`src/sv/assert_macros.svh`:
```
// ----------------------------------------------------------------------------
// assertion macros
// shared property wrappers for the sixel encoder blocks
// ----------------------------------------------------------------------------
`ifndef ASSERT_MACROS_SVH
`define ASSERT_MACROS_SVH

// checked on every clock edge outside reset
`define SXE_ASSERT(lbl, prop, msg) \
  lbl: assert property (@(posedge clk_i) disable iff (!rst_ni) prop) else $error(msg);

// checked on every clock edge, reset included
`define SXE_ASSERT_ALWAYS(lbl, prop, msg) \
  lbl: assert property (@(posedge clk_i) prop) else $error(msg);

`endif

```
`src/sv/sxe_pkg.sv`:
```
// ----------------------------------------------------------------------------
// sxe_pkg
// types, byte codes and helpers shared by the sixel stream encoder
// ----------------------------------------------------------------------------
package sxe_pkg;

  // default frame size limits
  localparam int MAX_WIDTH_DEF  = 4096;
  localparam int MAX_HEIGHT_DEF = 4096;

  // depth of the queue between classifier and byte sequencer
  localparam int QUEUE_DEPTH = 2;

  // configuration register indexes
  localparam logic [1:0] CFG_IMAGE_WIDTH  = 2'd0;
  localparam logic [1:0] CFG_IMAGE_HEIGHT = 2'd1;
  localparam logic [1:0] CFG_CHANNEL_MODE = 2'd2;

  localparam int CFG_SIZE_W = 13;
  localparam int CFG_DATA_W = 13;

  // channel modes
  localparam logic [1:0] MODE_FULL  = 2'd0;
  localparam logic [1:0] MODE_RED   = 2'd1;
  localparam logic [1:0] MODE_GREEN = 2'd2;
  localparam logic [1:0] MODE_BLUE  = 2'd3;

  // channel positions in a word
  localparam int CH_RED   = 0;
  localparam int CH_GREEN = 1;
  localparam int CH_BLUE  = 2;
  localparam int NUM_CH   = 3;

  // band handling
  localparam logic [2:0] PHASE_LAST = 3'd5;

  // stream characters
  localparam logic [7:0] CHAR_ESC    = 8'h1B;
  localparam logic [7:0] CHAR_P      = 8'h50;
  localparam logic [7:0] CHAR_Q      = 8'h71;
  localparam logic [7:0] CHAR_HASH   = 8'h23;
  localparam logic [7:0] CHAR_ZERO   = 8'h30;
  localparam logic [7:0] CHAR_TWO    = 8'h32;
  localparam logic [7:0] CHAR_SEMI   = 8'h3B;
  localparam logic [7:0] CHAR_DOLLAR = 8'h24;
  localparam logic [7:0] CHAR_MINUS  = 8'h2D;
  localparam logic [7:0] CHAR_BSLASH = 8'h5C;
  localparam logic [7:0] CHAR_NL     = 8'h0A;
  localparam logic [7:0] SIXEL_BIAS  = 8'd63;

  // percentage scale
  localparam int PCT_FULL = 100;
  localparam logic [6:0] PCT_MAX = 7'd100;

  // byte slots of one pixel, in stream order
  typedef enum logic [4:0] {
    SLOT_ESC_OPEN,
    SLOT_P,
    SLOT_Q,
    SLOT_HASH,
    SLOT_REG0,
    SLOT_SEMI_A,
    SLOT_TWO,
    SLOT_SEMI_B,
    SLOT_RED_H,
    SLOT_RED_T,
    SLOT_RED_O,
    SLOT_SEMI_C,
    SLOT_GRN_H,
    SLOT_GRN_T,
    SLOT_GRN_O,
    SLOT_SEMI_D,
    SLOT_BLU_H,
    SLOT_BLU_T,
    SLOT_BLU_O,
    SLOT_SIXEL,
    SLOT_ROW_END,
    SLOT_ESC_CLOSE,
    SLOT_BSLASH,
    SLOT_NEWLINE
  } slot_e;

  localparam int NUM_SLOTS = 24;

  // input word
  typedef struct packed {
    logic [7:0] red;
    logic [7:0] green;
    logic [7:0] blue;
  } sxe_pixel_t;

  // output word
  typedef struct packed {
    logic [7:0] out_byte;
    logic       last_of_run;
  } sxe_out_t;

  // classified pixel between front and back
  typedef struct packed {
    logic [NUM_SLOTS-1:0]  mask;
    logic [NUM_CH-1:0][6:0] pct;
    logic [2:0]            phase;
    logic                  band_end;
  } sxe_desc_t;

  // c * 100 / 255 rounded down, via reciprocal of 255
  function automatic logic [6:0] scale_pct(input logic [7:0] c);
    logic [15:0] prod;
    logic [16:0] sum;
    prod = 16'(c) * 16'(PCT_FULL);
    sum  = 17'(prod) + 17'(prod >> 8) + 17'd1;
    return sum[14:8];
  endfunction

endpackage

```
`src/sv/sxe_front.sv`:
```
// ----------------------------------------------------------------------------
// sxe_front
// accepts pixels, holds configuration and frame position, classifies each
// pixel into a slot mask and scaled channels for the byte sequencer
// ----------------------------------------------------------------------------
`include "assert_macros.svh"

module sxe_front #(
  parameter int MAX_WIDTH  = sxe_pkg::MAX_WIDTH_DEF,
  parameter int MAX_HEIGHT = sxe_pkg::MAX_HEIGHT_DEF
) (
  input  logic                  clk_i,
  input  logic                  rst_ni,
  input  logic                  cfg_we_i,
  input  logic [1:0]            cfg_index_i,
  input  logic [sxe_pkg::CFG_DATA_W-1:0] cfg_data_i,
  input  logic                  in_valid_i,
  output logic                  in_stall_o,
  input  sxe_pkg::sxe_pixel_t   in_data_i,
  input  logic                  full_i,
  output logic                  push_o,
  output sxe_pkg::sxe_desc_t    push_data_o
);

  localparam int CW   = (MAX_WIDTH > 1) ? $clog2(MAX_WIDTH) : 1;
  localparam int RW   = (MAX_HEIGHT > 1) ? $clog2(MAX_HEIGHT) : 1;
  localparam int WCMP = ((CW > sxe_pkg::CFG_SIZE_W) ? CW : sxe_pkg::CFG_SIZE_W) + 1;
  localparam int HCMP = ((RW > sxe_pkg::CFG_SIZE_W) ? RW : sxe_pkg::CFG_SIZE_W) + 1;

  logic [sxe_pkg::CFG_SIZE_W-1:0] width_q, height_q;
  logic [1:0]                     mode_q;
  logic [CW-1:0]                  col_q, col_d;
  logic [RW-1:0]                  row_q, row_d;
  logic [2:0]                     phase_q, phase_d;

  logic            accept;
  logic [WCMP-1:0] w_eff, w_raw;
  logic [HCMP-1:0] h_eff, h_raw;
  logic            header, col_end, row_last, band_end;
  logic [7:0]      r_sel, g_sel, b_sel;
  sxe_pkg::sxe_desc_t desc;

  // configuration registers
  always_ff @(posedge clk_i or negedge rst_ni) begin
    if (!rst_ni) begin
      width_q  <= sxe_pkg::CFG_SIZE_W'(1);
      height_q <= sxe_pkg::CFG_SIZE_W'(1);
      mode_q   <= sxe_pkg::MODE_FULL;
    end else if (cfg_we_i) begin
      unique case (cfg_index_i)
        sxe_pkg::CFG_IMAGE_WIDTH:  width_q  <= cfg_data_i[sxe_pkg::CFG_SIZE_W-1:0];
        sxe_pkg::CFG_IMAGE_HEIGHT: height_q <= cfg_data_i[sxe_pkg::CFG_SIZE_W-1:0];
        sxe_pkg::CFG_CHANNEL_MODE: mode_q   <= cfg_data_i[1:0];
        default: ;
      endcase
    end
  end

  // clamp the frame size to one and the maximum
  always_comb begin
    w_raw = WCMP'(width_q);
    h_raw = HCMP'(height_q);
    if (w_raw == '0) begin
      w_eff = WCMP'(1);
    end else if (w_raw > WCMP'(MAX_WIDTH)) begin
      w_eff = WCMP'(MAX_WIDTH);
    end else begin
      w_eff = w_raw;
    end
    if (h_raw == '0) begin
      h_eff = HCMP'(1);
    end else if (h_raw > HCMP'(MAX_HEIGHT)) begin
      h_eff = HCMP'(MAX_HEIGHT);
    end else begin
      h_eff = h_raw;
    end
  end

  // frame position
  assign header   = (col_q == '0) && (row_q == '0);
  assign col_end  = (WCMP'(col_q) + WCMP'(1)) >= w_eff;
  assign row_last = (HCMP'(row_q) + HCMP'(1)) >= h_eff;
  assign band_end = (phase_q == sxe_pkg::PHASE_LAST);

  // channel selection
  always_comb begin
    r_sel = in_data_i.red;
    g_sel = in_data_i.green;
    b_sel = in_data_i.blue;
    unique case (mode_q)
      sxe_pkg::MODE_RED: begin
        g_sel = '0;
        b_sel = '0;
      end
      sxe_pkg::MODE_GREEN: begin
        r_sel = '0;
        b_sel = '0;
      end
      sxe_pkg::MODE_BLUE: begin
        r_sel = '0;
        g_sel = '0;
      end
      default: ;
    endcase
  end

  // classification into slots
  always_comb begin
    desc = '0;
    desc.pct[sxe_pkg::CH_RED]   = sxe_pkg::scale_pct(r_sel);
    desc.pct[sxe_pkg::CH_GREEN] = sxe_pkg::scale_pct(g_sel);
    desc.pct[sxe_pkg::CH_BLUE]  = sxe_pkg::scale_pct(b_sel);
    desc.phase    = phase_q;
    desc.band_end = band_end;
    desc.mask[sxe_pkg::SLOT_ESC_OPEN] = header;
    desc.mask[sxe_pkg::SLOT_P]        = header;
    desc.mask[sxe_pkg::SLOT_Q]        = header;
    desc.mask[sxe_pkg::SLOT_HASH]     = 1'b1;
    desc.mask[sxe_pkg::SLOT_REG0]     = 1'b1;
    desc.mask[sxe_pkg::SLOT_SEMI_A]   = 1'b1;
    desc.mask[sxe_pkg::SLOT_TWO]      = 1'b1;
    desc.mask[sxe_pkg::SLOT_SEMI_B]   = 1'b1;
    desc.mask[sxe_pkg::SLOT_RED_H]    = desc.pct[sxe_pkg::CH_RED] >= 7'd100;
    desc.mask[sxe_pkg::SLOT_RED_T]    = desc.pct[sxe_pkg::CH_RED] >= 7'd10;
    desc.mask[sxe_pkg::SLOT_RED_O]    = 1'b1;
    desc.mask[sxe_pkg::SLOT_SEMI_C]   = 1'b1;
    desc.mask[sxe_pkg::SLOT_GRN_H]    = desc.pct[sxe_pkg::CH_GREEN] >= 7'd100;
    desc.mask[sxe_pkg::SLOT_GRN_T]    = desc.pct[sxe_pkg::CH_GREEN] >= 7'd10;
    desc.mask[sxe_pkg::SLOT_GRN_O]    = 1'b1;
    desc.mask[sxe_pkg::SLOT_SEMI_D]   = 1'b1;
    desc.mask[sxe_pkg::SLOT_BLU_H]    = desc.pct[sxe_pkg::CH_BLUE] >= 7'd100;
    desc.mask[sxe_pkg::SLOT_BLU_T]    = desc.pct[sxe_pkg::CH_BLUE] >= 7'd10;
    desc.mask[sxe_pkg::SLOT_BLU_O]    = 1'b1;
    desc.mask[sxe_pkg::SLOT_SIXEL]    = 1'b1;
    desc.mask[sxe_pkg::SLOT_ROW_END]  = col_end;
    desc.mask[sxe_pkg::SLOT_ESC_CLOSE] = col_end && row_last;
    desc.mask[sxe_pkg::SLOT_BSLASH]   = col_end && row_last;
    desc.mask[sxe_pkg::SLOT_NEWLINE]  = col_end && row_last;
  end

  assign accept      = in_valid_i && !full_i;
  assign in_stall_o  = full_i;
  assign push_o      = accept;
  assign push_data_o = desc;

  // position update per accepted pixel
  always_comb begin
    col_d   = col_q;
    row_d   = row_q;
    phase_d = phase_q;
    if (accept) begin
      if (col_end) begin
        col_d = '0;
        if (row_last) begin
          row_d   = '0;
          phase_d = '0;
        end else begin
          row_d   = row_q + RW'(1);
          phase_d = band_end ? 3'd0 : phase_q + 3'd1;
        end
      end else begin
        col_d = col_q + CW'(1);
      end
    end
  end

  always_ff @(posedge clk_i or negedge rst_ni) begin
    if (!rst_ni) begin
      col_q   <= '0;
      row_q   <= '0;
      phase_q <= '0;
    end else begin
      col_q   <= col_d;
      row_q   <= row_d;
      phase_q <= phase_d;
    end
  end

  // position never leaves the largest frame
  `SXE_ASSERT(a_pos_range, (col_q <= CW'(MAX_WIDTH - 1)) && (row_q <= RW'(MAX_HEIGHT - 1)), "frame position out of range")
  `SXE_ASSERT(a_phase_range, phase_q <= sxe_pkg::PHASE_LAST, "band phase out of range")

endmodule

```
`src/sv/sxe_queue.sv`:
```
// ----------------------------------------------------------------------------
// sxe_queue
// short first-in first-out queue of classified pixels
// ----------------------------------------------------------------------------
`include "assert_macros.svh"

module sxe_queue #(
  parameter int DEPTH = sxe_pkg::QUEUE_DEPTH
) (
  input  logic               clk_i,
  input  logic               rst_ni,
  input  logic               push_i,
  input  sxe_pkg::sxe_desc_t push_data_i,
  output logic               full_o,
  output logic               valid_o,
  output sxe_pkg::sxe_desc_t head_o,
  input  logic               pop_i
);

  localparam int PW = (DEPTH > 1) ? $clog2(DEPTH) : 1;
  localparam int NW = $clog2(DEPTH + 1);

  sxe_pkg::sxe_desc_t mem_q [DEPTH];
  logic [PW-1:0]      wr_ptr_q, rd_ptr_q;
  logic [NW-1:0]      count_q;

  assign full_o  = (count_q == NW'(DEPTH));
  assign valid_o = (count_q != '0);
  assign head_o  = mem_q[rd_ptr_q];

  // storage
  always_ff @(posedge clk_i) begin
    if (push_i) begin
      mem_q[wr_ptr_q] <= push_data_i;
    end
  end

  // pointers and fill count
  always_ff @(posedge clk_i or negedge rst_ni) begin
    if (!rst_ni) begin
      wr_ptr_q <= '0;
      rd_ptr_q <= '0;
      count_q  <= '0;
    end else begin
      if (push_i) begin
        wr_ptr_q <= (wr_ptr_q == PW'(DEPTH - 1)) ? '0 : wr_ptr_q + PW'(1);
      end
      if (pop_i) begin
        rd_ptr_q <= (rd_ptr_q == PW'(DEPTH - 1)) ? '0 : rd_ptr_q + PW'(1);
      end
      case ({push_i, pop_i})
        2'b10:   count_q <= count_q + NW'(1);
        2'b01:   count_q <= count_q - NW'(1);
        default: count_q <= count_q;
      endcase
    end
  end

  `SXE_ASSERT(a_no_overflow, full_o |-> !push_i, "word pushed into full queue")
  `SXE_ASSERT(a_no_underflow, !valid_o |-> !pop_i, "word popped from empty queue")

endmodule

```
`src/sv/sxe_back.sv`:
```
// ----------------------------------------------------------------------------
// sxe_back
// byte sequencer: walks the slot mask of one pixel and sends one byte of
// the sixel stream per cycle, unless stalled, through an output register
// ----------------------------------------------------------------------------
`include "assert_macros.svh"

module sxe_back (
  input  logic               clk_i,
  input  logic               rst_ni,
  input  logic               q_valid_i,
  input  sxe_pkg::sxe_desc_t q_head_i,
  output logic               q_pop_o,
  output logic               out_valid_o,
  input  logic               out_stall_i,
  output sxe_pkg::sxe_out_t  out_data_o
);

  logic                            cur_valid_q, cur_valid_d;
  logic [sxe_pkg::NUM_SLOTS-1:0]   cur_mask_q, cur_mask_d, rem_mask;
  logic [sxe_pkg::NUM_CH-1:0][6:0] pct_q;
  logic [sxe_pkg::NUM_CH-1:0][3:0] tens_q;
  logic [2:0]                      phase_q;
  logic                            band_end_q;
  logic                            out_valid_q;
  sxe_pkg::sxe_out_t               out_q;

  logic        emit_en, done, pop;
  logic [4:0]  slot_idx;
  logic [7:0]  byte_sel;
  logic [14:0] tens_prod [sxe_pkg::NUM_CH];

  // digit characters of a percentage, hundreds flagged by the value itself
  function automatic logic [7:0] tens_char(input logic [6:0] pct, input logic [3:0] tens);
    return (pct == sxe_pkg::PCT_MAX) ? sxe_pkg::CHAR_ZERO
                                     : sxe_pkg::CHAR_ZERO + {4'd0, tens};
  endfunction

  function automatic logic [7:0] ones_char(input logic [6:0] pct, input logic [3:0] tens);
    logic [6:0] diff;
    diff = pct - (7'(tens) * 7'd10);
    return (pct == sxe_pkg::PCT_MAX) ? sxe_pkg::CHAR_ZERO
                                     : sxe_pkg::CHAR_ZERO + {4'd0, diff[3:0]};
  endfunction

  // lowest pending slot
  always_comb begin
    slot_idx = '0;
    for (int i = sxe_pkg::NUM_SLOTS - 1; i >= 0; i--) begin
      if (cur_mask_q[i]) begin
        slot_idx = 5'(i);
      end
    end
  end

  // byte for the current slot
  always_comb begin
    unique case (sxe_pkg::slot_e'(slot_idx))
      sxe_pkg::SLOT_ESC_OPEN:  byte_sel = sxe_pkg::CHAR_ESC;
      sxe_pkg::SLOT_P:         byte_sel = sxe_pkg::CHAR_P;
      sxe_pkg::SLOT_Q:         byte_sel = sxe_pkg::CHAR_Q;
      sxe_pkg::SLOT_HASH:      byte_sel = sxe_pkg::CHAR_HASH;
      sxe_pkg::SLOT_REG0:      byte_sel = sxe_pkg::CHAR_ZERO;
      sxe_pkg::SLOT_TWO:       byte_sel = sxe_pkg::CHAR_TWO;
      sxe_pkg::SLOT_SEMI_A,
      sxe_pkg::SLOT_SEMI_B,
      sxe_pkg::SLOT_SEMI_C,
      sxe_pkg::SLOT_SEMI_D:    byte_sel = sxe_pkg::CHAR_SEMI;
      sxe_pkg::SLOT_RED_H,
      sxe_pkg::SLOT_GRN_H,
      sxe_pkg::SLOT_BLU_H:     byte_sel = sxe_pkg::CHAR_ZERO + 8'd1;
      sxe_pkg::SLOT_RED_T:     byte_sel = tens_char(pct_q[sxe_pkg::CH_RED],
                                                    tens_q[sxe_pkg::CH_RED]);
      sxe_pkg::SLOT_RED_O:     byte_sel = ones_char(pct_q[sxe_pkg::CH_RED],
                                                    tens_q[sxe_pkg::CH_RED]);
      sxe_pkg::SLOT_GRN_T:     byte_sel = tens_char(pct_q[sxe_pkg::CH_GREEN],
                                                    tens_q[sxe_pkg::CH_GREEN]);
      sxe_pkg::SLOT_GRN_O:     byte_sel = ones_char(pct_q[sxe_pkg::CH_GREEN],
                                                    tens_q[sxe_pkg::CH_GREEN]);
      sxe_pkg::SLOT_BLU_T:     byte_sel = tens_char(pct_q[sxe_pkg::CH_BLUE],
                                                    tens_q[sxe_pkg::CH_BLUE]);
      sxe_pkg::SLOT_BLU_O:     byte_sel = ones_char(pct_q[sxe_pkg::CH_BLUE],
                                                    tens_q[sxe_pkg::CH_BLUE]);
      sxe_pkg::SLOT_SIXEL:     byte_sel = sxe_pkg::SIXEL_BIAS + (8'd1 << phase_q);
      sxe_pkg::SLOT_ROW_END:   byte_sel = band_end_q ? sxe_pkg::CHAR_MINUS
                                                     : sxe_pkg::CHAR_DOLLAR;
      sxe_pkg::SLOT_ESC_CLOSE: byte_sel = sxe_pkg::CHAR_ESC;
      sxe_pkg::SLOT_BSLASH:    byte_sel = sxe_pkg::CHAR_BSLASH;
      sxe_pkg::SLOT_NEWLINE:   byte_sel = sxe_pkg::CHAR_NL;
      default:                 byte_sel = sxe_pkg::CHAR_ZERO;
    endcase
  end

  // sequencing control
  assign rem_mask = cur_mask_q & (cur_mask_q - sxe_pkg::NUM_SLOTS'(1));
  assign emit_en  = cur_valid_q && (!out_valid_q || !out_stall_i);
  assign done     = emit_en && (rem_mask == '0);
  assign pop      = q_valid_i && (!cur_valid_q || done);
  assign q_pop_o  = pop;

  always_comb begin
    cur_valid_d = cur_valid_q;
    cur_mask_d  = cur_mask_q;
    if (pop) begin
      cur_valid_d = 1'b1;
      cur_mask_d  = q_head_i.mask;
    end else if (emit_en) begin
      cur_valid_d = !done;
      cur_mask_d  = rem_mask;
    end
  end

  // tens digit by reciprocal of ten, exact for every 7-bit percentage
  always_comb begin
    for (int c = 0; c < sxe_pkg::NUM_CH; c++) begin
      tens_prod[c] = 15'(q_head_i.pct[c]) * 15'd205;
    end
  end

  always_ff @(posedge clk_i or negedge rst_ni) begin
    if (!rst_ni) begin
      cur_valid_q <= 1'b0;
      cur_mask_q  <= '0;
    end else begin
      cur_valid_q <= cur_valid_d;
      cur_mask_q  <= cur_mask_d;
    end
  end

  // pixel payload of the word being sent
  always_ff @(posedge clk_i) begin
    if (pop) begin
      for (int c = 0; c < sxe_pkg::NUM_CH; c++) begin
        pct_q[c]  <= q_head_i.pct[c];
        tens_q[c] <= tens_prod[c][14:11];
      end
      phase_q    <= q_head_i.phase;
      band_end_q <= q_head_i.band_end;
    end
  end

  // output register
  always_ff @(posedge clk_i or negedge rst_ni) begin
    if (!rst_ni) begin
      out_valid_q <= 1'b0;
    end else if (emit_en) begin
      out_valid_q <= 1'b1;
    end else if (!out_stall_i) begin
      out_valid_q <= 1'b0;
    end
  end

  always_ff @(posedge clk_i) begin
    if (emit_en) begin
      out_q.out_byte    <= byte_sel;
      out_q.last_of_run <= (rem_mask == '0);
    end
  end

  assign out_valid_o = out_valid_q;
  assign out_data_o  = out_q;

  `SXE_ASSERT(a_busy_has_slots, cur_valid_q |-> (cur_mask_q != '0), "active pixel without pending bytes")
  `SXE_ASSERT(a_head_has_sixel, q_valid_i |-> q_head_i.mask[sxe_pkg::SLOT_SIXEL], "queued pixel without sixel byte")

endmodule

```
`src/sv/sixel_pixel_stream_encoder_top.sv`:
```
// ----------------------------------------------------------------------------
// sixel_pixel_stream_encoder_top
// sixel byte stream encoder for raster-order pixels
// ----------------------------------------------------------------------------
// Each pixel yields 11 to 24 output words, one byte per cycle unless the
// output stalls: 11 to 17 for the colour definition and sixel byte, 3 more
// for the frame header, 1 for the row end and 3 for the frame trailer. The
// byte sequencer sends one word per cycle unless stalled, so the output channel
// sets the pixel rate; the next pixel is classified and queued while the
// current one is still being sent; no gap lies between the bytes of two pixels.
// Frame size and channel mode are written through the configuration port
// by the user only while the block is idle; the block does not enforce it.
// ----------------------------------------------------------------------------
module sixel_pixel_stream_encoder_top #(
  parameter int MAX_WIDTH  = sxe_pkg::MAX_WIDTH_DEF,
  parameter int MAX_HEIGHT = sxe_pkg::MAX_HEIGHT_DEF
) (
  input  logic                           clk_i,
  input  logic                           rst_ni,
  input  logic                           cfg_we_i,
  input  logic [1:0]                     cfg_index_i,
  input  logic [sxe_pkg::CFG_DATA_W-1:0] cfg_data_i,
  input  logic                           in_valid_i,
  output logic                           in_stall_o,
  input  sxe_pkg::sxe_pixel_t            in_data_i,
  output logic                           out_valid_o,
  input  logic                           out_stall_i,
  output sxe_pkg::sxe_out_t              out_data_o
);

  logic               push, full, q_valid, q_pop;
  sxe_pkg::sxe_desc_t push_data, q_head;

  // classifier
  sxe_front #(
    .MAX_WIDTH  (MAX_WIDTH),
    .MAX_HEIGHT (MAX_HEIGHT)
  ) u_front (
    .clk_i       (clk_i),
    .rst_ni      (rst_ni),
    .cfg_we_i    (cfg_we_i),
    .cfg_index_i (cfg_index_i),
    .cfg_data_i  (cfg_data_i),
    .in_valid_i  (in_valid_i),
    .in_stall_o  (in_stall_o),
    .in_data_i   (in_data_i),
    .full_i      (full),
    .push_o      (push),
    .push_data_o (push_data)
  );

  // decoupling queue
  sxe_queue #(
    .DEPTH (sxe_pkg::QUEUE_DEPTH)
  ) u_queue (
    .clk_i       (clk_i),
    .rst_ni      (rst_ni),
    .push_i      (push),
    .push_data_i (push_data),
    .full_o      (full),
    .valid_o     (q_valid),
    .head_o      (q_head),
    .pop_i       (q_pop)
  );

  // byte sequencer
  sxe_back u_back (
    .clk_i       (clk_i),
    .rst_ni      (rst_ni),
    .q_valid_i   (q_valid),
    .q_head_i    (q_head),
    .q_pop_o     (q_pop),
    .out_valid_o (out_valid_o),
    .out_stall_i (out_stall_i),
    .out_data_o  (out_data_o)
  );

endmodule

```
`config.mk`:
```
export PLATFORM = sky130hd
export DESIGN_NAME = sixel_pixel_stream_encoder_top
export DESIGN_NICKNAME = d
export VERILOG_FILES = /design/src/sv/sxe_pkg.sv /design/src/sv/sxe_front.sv /design/src/sv/sxe_queue.sv /design/src/sv/sxe_back.sv /design/src/sv/sixel_pixel_stream_encoder_top.sv
export VERILOG_INCLUDE_DIRS = /design/src /design/src/sv
export SDC_FILE = /design/constraint.sdc
export NUM_CORES = 1
export LEC_CHECK = 0
export ABC_AREA = 1
export BUFFER_PORTS_ARGS = -buffer_cell sky130_fd_sc_hd__buf_2
export CAP_MARGIN = 40
export CORE_MARGIN = 3
export CORE_UTILIZATION = 55
export DETAILED_ROUTE_END_ITERATION = 12
export PLACE_DENSITY = 0.82
export SLEW_MARGIN = 20
export SYNTH_ARGS = -nofsm -noshare
export SYNTH_HDL_FRONTEND = slang
export SYNTH_SLANG_ARGS = --single-unit
export TNS_END_PERCENT = 100
```
`constraint.sdc`:
```
create_clock -name clk_i -period 5.15 [get_ports clk_i]
set_input_delay 0.2575 -clock clk_i [delete_from_list [all_inputs] [get_ports clk_i]]
set_output_delay 0.2575 -clock clk_i [all_outputs]
set_load 0.01 [all_outputs]
```
# After elaboration in Yosys (flattened, before gate mapping)
# Memories as Yosys holds them, arrays and structs flattened.
# Index checks and enable logic that the tools add are counted.
[totals]
ramBits = 76
output_inout_bits = 11
reg_bits = 131
n_memories = 1
inputBits = 44
[classes]
muxes = 54
reduce_logical = 33
bitwise = 1
n_lt_le_gt_ge = 10
shift = 1
addsub = 26
eq_ne = 35
mul = 9
[memory_table]
columns = ["name", "depth", "word_bits", "read_ports", "rd_clocked_by_memory_dff", "write_ports", "line", "rtl"]
rows = [
  ["u_queue.mem_q", 2, 38, 1, 0, 1, "sxe_queue.sv:23", "sxe_pkg::sxe_desc_t mem_q [DEPTH];"],
]
[op_table]
columns = ["op", "n"]
rows = [
  ["8-bit case mux with 17 select lines", 1],
  ["5-bit 2-to-1 mux", 24],
  ["8-bit 2-to-1 mux", 9],
  ["24-bit 2-to-1 mux", 2],
  ["15-bit by 1-bit adder with 15-bit output, second input constant", 3],
  ["15-bit by 7-bit adder with 15-bit output", 3],
  ["7-bit by 8-bit multiplier with 15-bit output, second input constant", 3],
  ["6-bit by 4-bit adder with 7-bit output, first input constant", 6],
  ["5-bit by 4-bit equality test with 1-bit output, second input constant", 8],
  ["5-bit equality test, second input constant", 8],
  ["8-bit by 5-bit multiplier with 13-bit output, second input constant", 3],
  ["14-bit >= comparator", 2],
  ["14-bit 2-to-1 mux", 2],
  ["12-bit by 1-bit adder with 13-bit output, second input constant", 2],
  ["13-bit > comparator, second input constant", 2],
  ["13-bit zero test", 2],
  ["13-bit 2-to-1 mux", 2],
  ["12-bit by 1-bit adder with 12-bit output, second input constant", 2],
  ["24-bit AND", 1],
  ["12-bit zero test", 2],
  ["24-bit zero test", 1],
  ["12-bit 2-to-1 mux", 2],
  ["24-bit by 1-bit subtractor with 24-bit output, second input constant", 1],
  ["7-bit equality test, second input constant", 3],
  ["other kinds (31)", 75],
]

# Logic depth before layout (Yosys ltp)
[depth]
ltp_word = 27
mapped_depth = 37
mapped_depth_nobuf = 37

# Hierarchy
# A second synthesis with hierarchy kept.
[hier_totals]
cells_unflattened = 2207
hier_area_um2 = 18136.1
[modules_own_cells]
columns = ["mod", "area_each_um2", "cells_each", "instances", "seq_area_each_um2"]
rows = [
  ["sxe_front", 7787.5, 1215, 1, 1378.8],
  ["sxe_back", 6432.4, 712, 1, 2031.9],
  ["sxe_queue", 3916.3, 280, 1, 3042.9],
]

# Worst setup path before layout
# No wires, ideal clock.
[synth_path]
kind = "reg2reg"
from = "register u_front.mode_q[0]"
to = "memory u_queue.mem_q[0][28] (netlist bit) (data pin)"
stages_incl_launch_ff = 33
path_buffers = 0
arrival_ns = 4.973
slack_ns = -0.088
cell_sequence = "dfrtp_1 -> ha_1 -> nor2_1 -> inv_1 -> nor2_1 -> ha_1 -> ha_1 -> inv_1 -> fa_1 -> inv_1 -> ha_1 -> inv_1 -> nor2_1 -> nor2_1 -> inv_1 -> nand2_1 -> nand2_1 -> a21oi_1 -> o21ai_0 -> a21oi_1 -> xor2_1 -> ha_1 -> a21oi_1 -> o21ai_0 -> o211ai_1 -> nand2_1 -> nand2_1 -> inv_2 -> nand2_1 -> nor2_1 -> nor2_1 -> nor2_1 -> o311a_1"
[synth_lines]
columns = ["element", "line", "rtl"]
rows = [
  ["from (decl)", "sxe_front.sv:31", "logic [1:0] mode_q;"],
  ["from (signal assigned)", "sxe_front.sv:48", "mode_q <= sxe_pkg::MODE_FULL;"],
  ["from (signal assigned)", "sxe_front.sv:53", "sxe_pkg::CFG_CHANNEL_MODE: mode_q <= cfg_data_i[1:0];"],
  ["to (decl)", "sxe_queue.sv:23", ""],
]

==> summary.txt <==
sequential element share of the synthesized area - 36.3%
post-DR wirelength/cell - 17.3 um
Cell Area, Synth - 15300 um^2
CTS Sinks - 199
Worst path top cell family by delay - adder cells
Min-Delay Startpoint - out_stall_i
RSZ-0062 raised after global routing - true
crit-path max cell delay - 0.54 ns
Setup Skew - 0.0162 ns
most common flop cell mapped by yosys - edfxtp_1
largest net degree at the start of global routing - 60
Routed Wire Length - 39300 um
Die Span Y - 173 um
Final Setup Violations - 47
fillcell total - 1786
Slew Limit Fails - 0
post-synth top area share - 22.4%
Avg Cell Area, Syn - 8.93 um^2
worst-path fanout max - 4
register area - 5560 um^2
core box area - 27100 um^2
Synthesized Nets - 2029
Worst Setup End Kind - flip-flop
leading area contributor after synthesis - edfxtp_1
Post-Route M1 WL - 15400 um
type of origin of the critical path - flip-flop
hold depth - 3
die width - 173 um
area of the multi-input gates - 9440 um^2
met3 routed WL - 2240 um
Worst Path Arrival - 5.79 ns
R2R Path End - u_queue.mem_q[0][33]
die area - 29800 um^2
max-cap viol count - 0
1st-iter DRT viols - 1111
critical path buffer and inverter count - 6
Layout area overhead - 21.5%
outcome - finished with violations
dominant cells by area after synthesis - edfxtp_1 (22%), ha_1 (19%), dfrtp_1 (14%)
final core utilization - 68.5%
Reg2Reg Launch Point - u_front.mode_q[0]
Post-synth EDFFs - 114
async set-reset flop share out of synthesis - 42.7%
final hold slack - 0.0426 ns
highest clock rate - 0.178 GHz
H-tree depth - 4
WS Path Type - flip-flop to flip-flop
initial antenna violation count - 0
dpl hpwl - 24100 um
nets - 2206
Congestion Overflow GR - 0
#FFs+latches synth - 199
CTS clk-pin slew, worst paths - 0.08 ns
synth warn - 0
cells after synthesis - 1711
via count - 13000
vias in the first global route - 12700
clock latency on the worst-skew pair - 0.45 ns
router iterations before antenna repair - 7
Yosys cell types - 56
failing checks - negative setup slack
final hold vios - 0
DRC - 0
worst slack at placement - -0.465 ns
worst path required time - 5.31 ns
share of layout cells above drive strength 1 - 24.0%
Hold Crit Class - input pin to flip-flop
worst relative slew slack - 46.7%
Routability Congestion - 0.913
Starting Density - 56.4%
I/O pin count - 55
CTS buffer count - 17
Overall Global Routing Usage - 23.2%
Hold Path Sink - u_back.out_valid_o
fin crit period - 5.63 ns
clk root buf - clkbuf_16
diodes inserted - 0
period utilization - 109%
met2 WL post-DR - 19800 um
cell mode on critical path - inv_2
I/O Buffers - 54
FP Rows - 60
Clock Tree Buf Depth - 2
Worst R2R Setup Slack - -0.48 ns
CTS tree - built
worst setup margin - -0.478 ns
R2R cell count - 28
Slew @ Worst Pin - 0.798 ns
Top Layer Used - met4
first-pass GRT wire length - 58100 um
Max stage delay cell, worst path - fa_1
DR vias/cell - 5.70
Antenna Nets Post-Route - 0
-- metrics by stage --
| stage | cell area [um^2] | TNS [ns] | std cells |
|---|---|---|---|
| 2_1_floorplan | 15300 | 0 | 1711 |
| 6_report | 18600 | -10.75 | 2273 |
| 3_3_place_gp | 16400 | -0.593 | 2185 |
| 4_1_cts | 17800 | -0.471 | 2257 |
| 5_1_grt | 18600 | -19.49 | 2273 |
| 3_5_place_dp | 16400 | -8.34 | 2185 |
-- flip-flops by register name, indices dropped and copies added, names as in the netlist, 3 cells and up --
signal	cells
u_back.cur_mask_q	24
u_back.pct_q	21
u_front.row_q	12
u_front.height_q	13
u_back.tens_q	12
u_front.col_q	12
u_front.phase_q	3
u_back.phase_q	3
u_queue.mem_q	68
u_front.width_q	13
u_back.out_data_o	9
-- layer usage --
layer  GRT usage (%)  vias up
met5               0        -
met4            8.82        0
met3            3.38      197
met2            41.9      629
met1            28.1     6106
li1                -     6033
-- synth_stat cells (all sizes together) (5+ instances only) --
| cell type | count |
|---|---|
| nor3 | 23 |
| o21ai | 100 |
| dfrtp | 83 |
| nor4 | 16 |
| a21o | 5 |
| xor2 | 49 |
| ha | 238 |
| xnor2 | 21 |
| nand4 | 25 |
| nand3 | 68 |
| inv | 314 |
| nand2 | 313 |
| o221ai | 8 |
| clkbuf | 16 |
| or2 | 23 |
| o211ai | 17 |
| nor2 | 135 |
| a21oi | 58 |
| fa | 36 |
| o22ai | 7 |
| a31oi | 5 |
| edfxtp | 114 |
-- cell families (layout without fill, tap and decap cells) --
family	count (synthesis)	count (layout)	share of synthesized area [%]
and+or+nand+nor	607	607	17.7
buffers and inverters	338	528	8.48
adders and majority gates	274	274	24.2
AOI/OAI and AO/OA	223	223	9.25
DFF	199	199	36.3
xor gates and xnor gates	70	70	4.01
-- cell type report --
cell class	instances	area share, %
Clock inverter	15	1.04
Clock buffer	17	2.29
Multi-Input combinational cell	1174	50.9
Timing Repair Buffer	178	6.76
Tap cell	372	2.51
Inverter	318	6.59
Sequential cell	199	29.9
-- layout by cell type (no fill, tap or decap), types with 24 or more instances in the layout --
master / instances
a21oi_1: 41
buf_2: 53
buf_4: 112
dfrtp_1: 81
edfxtp_1: 114
fa_1: 36
ha_1: 202
ha_4: 34
inv_1: 271
inv_2: 37
nand2_1: 278
nand2_2: 24
nand3_1: 66
nand4_1: 25
nor2_1: 96
nor2_4: 24
o21ai_0: 82
xor2_1: 39
-- tightest hold or removal path, cell delays in order --
cell and delay [ns]:
buf_2 0.07, nand2_1 0.06, nand2_1 0.06
-- repair_timing --
action                                  in CTS  in global routing
hold buffers                                 1                  0
setup buffers                               39                 16
hold endpoints to repair                    26                  0
endpoints found under the setup margin      42                 53
pin swaps                                   84                 89
resized for setup                           92                135
-- worst max path at each step --
stage                       from              endpoint  depth (start not counted)
2_1_floorplan  u_front.mode_q[0]  u_queue.mem_q[0][28]                         32
3_3_place_gp   u_front.mode_q[0]  u_queue.mem_q[0][28]                         30
3_5_place_dp   u_front.mode_q[0]  u_queue.mem_q[1][30]                         35
4_1_cts        u_front.mode_q[0]  u_queue.mem_q[0][29]                         36
5_1_grt        u_front.mode_q[1]  u_queue.mem_q[1][31]                         35
6_report       u_front.mode_q[0]  u_queue.mem_q[0][33]                         28
Power is left out: the tool's default activity adds up to more than one toggle a clock period on the data nets, which glitch-free logic cannot reach.
